`src/hw/rtl/isub_pkg.sv`:
```
// ----------------------------------------------------------------------------
// isub_pkg: shared types and constants of the interval subscription matcher
// Field widths, default sizes, command codes and the controller/datapath
// command and status words.
// ----------------------------------------------------------------------------
package isub_pkg;

  localparam int SUB_ID_W  = 10;
  localparam int ATTR_W    = 5;
  localparam int VALUE_W   = 20;
  localparam int COUNT_W   = 11;
  localparam int NUM_ATTRS = 32;

  localparam int MAX_SUBS_DEF        = 1024;
  localparam int MAX_CONSTRAINTS_DEF = 4096;

  localparam logic CMD_INSERT  = 1'b0;
  localparam logic CMD_PUBLISH = 1'b1;

  typedef struct packed {
    logic [SUB_ID_W-1:0] sub_id;
    logic [ATTR_W-1:0]   attr;
    logic [VALUE_W-1:0]  low;
    logic [VALUE_W-1:0]  high;
  } entry_t;

  typedef struct packed {
    logic ins_en;
    logic pub_load;
    logic scan_step;
    logic sweep_step;
    logic clr_step;
    logic out_load;
  } cmd_t;

  typedef struct packed {
    logic store_empty;
    logic scan_last;
    logic sweep_last;
    logic pub_last;
  } stat_t;

endpackage

```
`src/hw/rtl/isub_ctrl.sv`:
```
// ----------------------------------------------------------------------------
// isub_ctrl: sequencing controller
// Steps the reset clearing pass, the constraint scan of each publish word,
// the mark sweep of the last word and the output register handoff.
// ----------------------------------------------------------------------------
module isub_ctrl (
  input  logic           clk_i,
  input  logic           rst_ni,
  input  logic           in_valid_i,
  input  logic           command_i,
  input  logic           last_i,
  input  logic           out_stall_i,
  input  isub_pkg::stat_t stat_i,
  output isub_pkg::cmd_t  cmd_o,
  output logic           in_stall_o,
  output logic           out_valid_o
);

  typedef enum logic [2:0] {
    ST_CLEAR,
    ST_IDLE,
    ST_SCAN,
    ST_DRAIN,
    ST_SWEEP,
    ST_SDRAIN,
    ST_DONE
  } state_e;

  state_e state_q, state_d;
  logic   out_valid_q, out_valid_d;
  logic   accept;

  assign in_stall_o  = (state_q != ST_IDLE);
  assign out_valid_o = out_valid_q;
  assign accept      = in_valid_i && (state_q == ST_IDLE);

  always_comb begin
    cmd_o   = '0;
    state_d = state_q;
    case (state_q)
      ST_CLEAR: begin
        cmd_o.clr_step = 1'b1;
        if (stat_i.sweep_last) state_d = ST_IDLE;
      end
      ST_IDLE: begin
        if (accept) begin
          if (command_i == isub_pkg::CMD_INSERT) begin
            cmd_o.ins_en = 1'b1;
          end else begin
            cmd_o.pub_load = 1'b1;
            if (!stat_i.store_empty) begin
              state_d = ST_SCAN;
            end else if (last_i) begin
              state_d = ST_SWEEP;
            end
          end
        end
      end
      ST_SCAN: begin
        cmd_o.scan_step = 1'b1;
        if (stat_i.scan_last) state_d = ST_DRAIN;
      end
      ST_DRAIN: begin
        state_d = stat_i.pub_last ? ST_SWEEP : ST_IDLE;
      end
      ST_SWEEP: begin
        cmd_o.sweep_step = 1'b1;
        if (stat_i.sweep_last) state_d = ST_SDRAIN;
      end
      ST_SDRAIN: begin
        state_d = ST_DONE;
      end
      ST_DONE: begin
        if (!out_valid_q || !out_stall_i) begin
          cmd_o.out_load = 1'b1;
          state_d        = ST_IDLE;
        end
      end
      default: begin
        state_d = ST_IDLE;
      end
    endcase
  end

  always_comb begin
    out_valid_d = out_valid_q;
    if (cmd_o.out_load) begin
      out_valid_d = 1'b1;
    end else if (!out_stall_i) begin
      out_valid_d = 1'b0;
    end
  end

  always_ff @(posedge clk_i or negedge rst_ni) begin
    if (!rst_ni) begin
      state_q     <= ST_CLEAR;
      out_valid_q <= 1'b0;
    end else begin
      state_q     <= state_d;
      out_valid_q <= out_valid_d;
    end
  end

endmodule

```
`config.mk`:
```
export PLATFORM = sky130hd
export DESIGN_NAME = isub_ctrl
export DESIGN_NICKNAME = d
export VERILOG_FILES = /design/src/hw/rtl/isub_pkg.sv /design/src/hw/rtl/isub_ctrl.sv
export SDC_FILE = /design/constraint.sdc
export NUM_CORES = 1
export LEC_CHECK = 0
export BUFFER_PORTS_ARGS = -buffer_cell sky130_fd_sc_hd__clkbuf_2
export CORE_AREA = 2 2 39 41
export CTS_CLUSTER_DIAMETER = 200
export CTS_CLUSTER_SIZE = 8
export DETAILED_ROUTE_END_ITERATION = 7
export DIE_AREA = 0 0 41 43
export GPL_ROUTABILITY_DRIVEN = 0
export SLEW_MARGIN = 20
export SYNTH_ARGS = -nofsm -noshare
export SYNTH_HDL_FRONTEND = slang
export SYNTH_SLANG_ARGS = --single-unit
```
`constraint.sdc`:
```
create_clock -name clk_i -period 1.7 [get_ports clk_i]
set_input_delay 0.255 -clock clk_i [delete_from_list [all_inputs] [get_ports clk_i]]
set_output_delay 0.255 -clock clk_i [all_outputs]
set_load 0.01 [all_outputs]
```
* Word-level counts from Yosys, hierarchy flattened
Cells that the tools add are included.
** Operators by class
- Equal/unequal tests :: 15
- Multiplexer cells :: 21
- Reductions and logical operators :: 6
** Operator list (number)
- 2-to-1 mux 3 bit :: 9
- case mux 3 bit (7 select lines) :: 1
- != test 2 bit, second input constant :: 6
- == test 3 bit, second input constant :: 3
- 2-to-1 mux 1 bit :: 9
- AND reduction 7 bit :: 1
- == test 3 x 2 -> 1 bit, second input constant :: 2
- 2-to-1 mux 2 bit :: 2
- == test 3 x 1 -> 1 bit, second input constant :: 1
- logical NOT 3 bit :: 1
- != test 3 x 1 -> 1 bit, second input constant :: 1
- != test 3 bit, second input constant :: 1
- logical NOT 1 bit :: 2
- != test 2 x 1 -> 1 bit, second input constant :: 1
- logical AND 1 bit :: 1
- logical OR 1 bit :: 1
** Word-level totals
- Register bits :: 4
- Input port bits :: 10
- Output and inout bits :: 8
- Word-level logic and storage cells :: 44

* Logic depth before layout (Yosys ltp)
- Word-level depth :: 5
- Gate-level depth with buffers :: 5
- Depth with buffers taken out :: 4

* Worst setup path before layout
Ideal clock, no wire load.
- Kind :: reg2reg
- From :: register state_q[1]
- To :: register state_q[2]
- Library setup time :: 125 ps
- Arrival :: 1435 ps
- Required time :: 1575 ps
- Setup slack :: 140 ps
- Cell stages (with the launch flop) :: 6
- Path buffers :: 1
- Period minus slack after synthesis :: 1560 ps
- Path through :: dfrtp_1 > buf_6 > or3b_4 > a31oi_4 > a311oi_2 > mux2_4
** Between the ends
- Word-level cells in the longest chain between the ends :: 4
- Elaborated cells between the ends (all ways) :: 17
** Ends and longest elaborated chain
- from (decl) :: RTL line isub_ctrl.sv:29 : state_e state_q, state_d;
- from (signal assigned) :: RTL line isub_ctrl.sv:99 : state_q <= state_d;
- == test 3 x 1 -> 1 bit :: RTL line isub_ctrl.sv:35, isub_ctrl.sv:40
- logical AND 1 bit :: RTL line isub_ctrl.sv:35 : assign accept = in_valid_i && (state_q == ST_IDLE);
- != test 2 bit (no source line)
- AND reduction 7 bit (no source line)
Several ways; a longest one is shown, not always the timed one.
A chain may end at the register's enable or synchronous reset.

==> metrics.md <==
| Metric | Value |
|---|---|
| Skew final | `0.00565 ns` |
| Req. time, crit path | `between 1 and 1.5 ns` |
| ANT cells | `0` |
| Switching power | `between 300 and 400 µW` |
| Inserted Clock Buffers | `3` |
| Sinks on the clock net | `4` |
| CTS tree | `done` |
| FF+latch count, synth | `4` |
| Total Nets Final | `71` |
| Internal power | `slightly above 500 µW` |
| Relative slew slack | `between 70% and 80%` |
| Largest family of logic cells by synthesized area | `simple AND/OR/NAND/NOR gates` |
| Most frequent cells in the layout | `clkbuf_2 (17), nand2_1 (6), buf_4 (5)` |
| Vias per inst | `4.51` |
| Core box area | `1380 µm²` |
| Crit Path Class | `reg2out` |
| Area grow syn2layout | `44.5%` |
| Starting density of the core | `about a quarter` |
| Sequential share of the synthesized area | `a little under a third` |
| Status | `finished clean` |
| GRT Overall Usage | `9.75%` |
| Largest net degree at the start of global routing | `9` |
| Row cnt | `14` |
| Antenna Nets Post-Route | `0` |
| Final Setup Violations | `0` |
| Compound-gate portion of the synthesized area | `21.7%` |
| Routed WL | `762 µm` |
| Area of the die | `roughly 1800 µm²` |
| Post-route insts no fill | `between 70 and 80` |
| Final worst-path cycle share | `96.8%` |
| DR vias | `338` |
| Drt pass-1 iters | `1` |
| Commonest non-fill, non-tap cell in the layout | `clkbuf_2` |
| Avg Cell Area, Syn | `8.89 µm²` |
| Comb power frac | `64.4%` |
| HP Class | `in2reg` |
| Antenna violations before repair | `0` |
| Mapped Nets | `47` |
| Register share of total power | `20.8%` |
| Skew-Pair Late Insertion Delay | `between 0.2 and 0.25 ns` |
| CTS root buf | `clkbuf_4` |
| # port buffers | `17` |
| Die Span Y | `43 µm` |
| Post-route setup TNS | `0 ns` |
| Peak Freq | `608 MHz` |
| HPWL Detailed | `slightly above 600 µm` |
| Static leakage | `0.243 nW` |
| Number of global-route vias before repair | `294` |
| RSZ-0062 raised after global routing | `false` |
| Cells after DPL | `just under 70` |
| Switching part of the total power | `just under 40%` |
| Met3 GRT Util | `1.57%` |
| Total gr overflow | `0` |
| Io pins | `18` |
| GRT busiest layer | `met2` |
| Syn Inst Count | `37` |
| Synth Cell Area | `329 µm²` |
| Crit start category | `flop` |
| Fin. Hold Viols | `0` |
| Fraction of layout cells with a size suffix above 1 | `approximately half` |
| Die Wd | `41 µm` |
| Clock Power Share | `14.7%` |
| GR Util met2 | `between 10% and 20%` |
| Post-Synth Simple-Gate Area | `between 30% and 40%` |
| Area after DPL | `~420 µm²` |
| First-pass GRT wire length | `1130 µm` |
| Residual DRC | `0` |
| MaxCap Viol Count | `0` |
| Max rail drop VDD | `0.000560 V` |
| Power Total | `833 µW` |
| Xor/xnor share of the synthesized area | `0%` |
| Post-route cell area | `475 µm²` |
| Max-slew violation total from the final report | `0` |
| CP arrival | `1.39 ns` |
| Mux cell area share after synthesis | `under 10%` |
| Synth Area in Adders | `0%` |
| Minimum clock period | `between 1.5 and 2 ns` |
| CP Max Fanout | `4` |
| 1st-iter DRT viols | `0` |
| Per-cell routed wire length | `10.2 µm` |
| Pwr per Cell Area | `1750 nW/µm²` |
| Measured slew at the worst slew-check pin | `0.326 ns` |
| Clock H-tree levels | `1` |
| CP Capture Type | `output pin` |
| Clock buffer depth | `2` |
| Synth warnings | `0` |
| Synth cell types | `21` |
| Met1 Use GR | `11.9%` |
| Clock transition at the registers of the reported paths | `0.04 ns` |
## metrics by stage
| step | utilization (%) | hold slack (ns) | setup slack, ns |
|---|---|---|---|
| CTS | 34.4 | 0.268 | 0.0338 |
| detailed placement | 30.3 | 0.0750 | 0.131 |
| global placement | 30.3 | 0.0733 | 0.168 |
| global route | 34.4 | 0.283 | 0.000750 |
| floorplan | - | -0.0406 | 0.140 |
| finish | 34.4 | 0.272 | 0.0549 |
## area by class of cell
cell class	instances	area [µm²]
inverter	1	3.75
multi-input combinational	28	195
clock buffer	3	22.5
fill	159	908
timing repair buffer	23	133
sequential	4	101
tap	16	20.0
## logic make-up (layout without fill, tap and decap cells)
| kind of cell | after synthesis | count (layout) |
|---|---|---|
| mux | 2 | 2 |
| simple gates | 18 | 18 |
| buf+inv | 5 | 27 |
| flops | 4 | 4 |
| compound gates | 8 | 8 |
## sequential cells by signal, indices dropped and copies added (netlist names)
name and cells:
state_q 3, out_valid_o 1
## routing by layer
metal,vias up,share of wire (%)
li1,171,-
met2,8,51
met4,0,0
met3,0,2.5
met1,159,46
met5,-,0
## worst max-delay path, stage by stage (launching register included)
cell and delay, ns:
dfrtp_1 0.38, or3b_4 0.43, nor3b_1 0.19, clkbuf_2 0.16
## power groups by stage
| stage | logic, mW | registers (mW) | clock network [mW] |
|---|---|---|---|
| 2_1_floorplan | 0.389 | 0.163 | 0 |
| 3_3_place_gp | 0.455 | 0.195 | 0 |
| 3_5_place_dp | 0.458 | 0.197 | 0 |
| 4_1_cts | 0.541 | 0.173 | 0.128 |
| 5_1_grt | 0.593 | 0.179 | 0.136 |
| 6_report | 0.537 | 0.174 | 0.123 |
## final timing paths
kind | start | slack, ns | end | depth (start not counted)
setup / recovery | state_q[1] | 0.05 | cmd_o[5] | 3
hold / removal | out_stall_i | 0.27 | out_valid_o | 3
setup reg to reg | state_q[1] | 0.21 | state_q[2] | 4
hold reg to reg | out_valid_o | 0.52 | out_valid_o | 2
max in group asynchronous | rst_ni | 1.20 | state_q[0] | 2
min in group asynchronous | rst_ni | 0.36 | state_q[2] | 2
## synthesized netlist by cell type, drive strengths merged
master   instances  share of area [%]
nor3b            2                4.6
inv              1                1.1
buf              3                8.0
nor2b            1                1.9
o2bb2ai          1                2.7
mux2             1                4.6
nor2             2                2.3
a311oi           1                4.6
nand2            6                6.8
o22ai            1                1.9
a31oi            1                6.5
a21oi            3                4.6
nand2b           3                5.7
nor3             2                3.0
or3b             1                3.4
clkbuf           1                1.1
o21ai            1                1.5
dfrtp            4                 30
and2b            1                2.3
mux2i            1                3.0
## repair_timing
action                                 in CTS  in global routing
hold buffers                                1                  0
gates resized for setup                     1                  0
setup buffers                               3                  0
endpoints found under the hold margin       4                  0
setup endpoints to repair                   1                  0
Power figures use the tool's default switching activity.
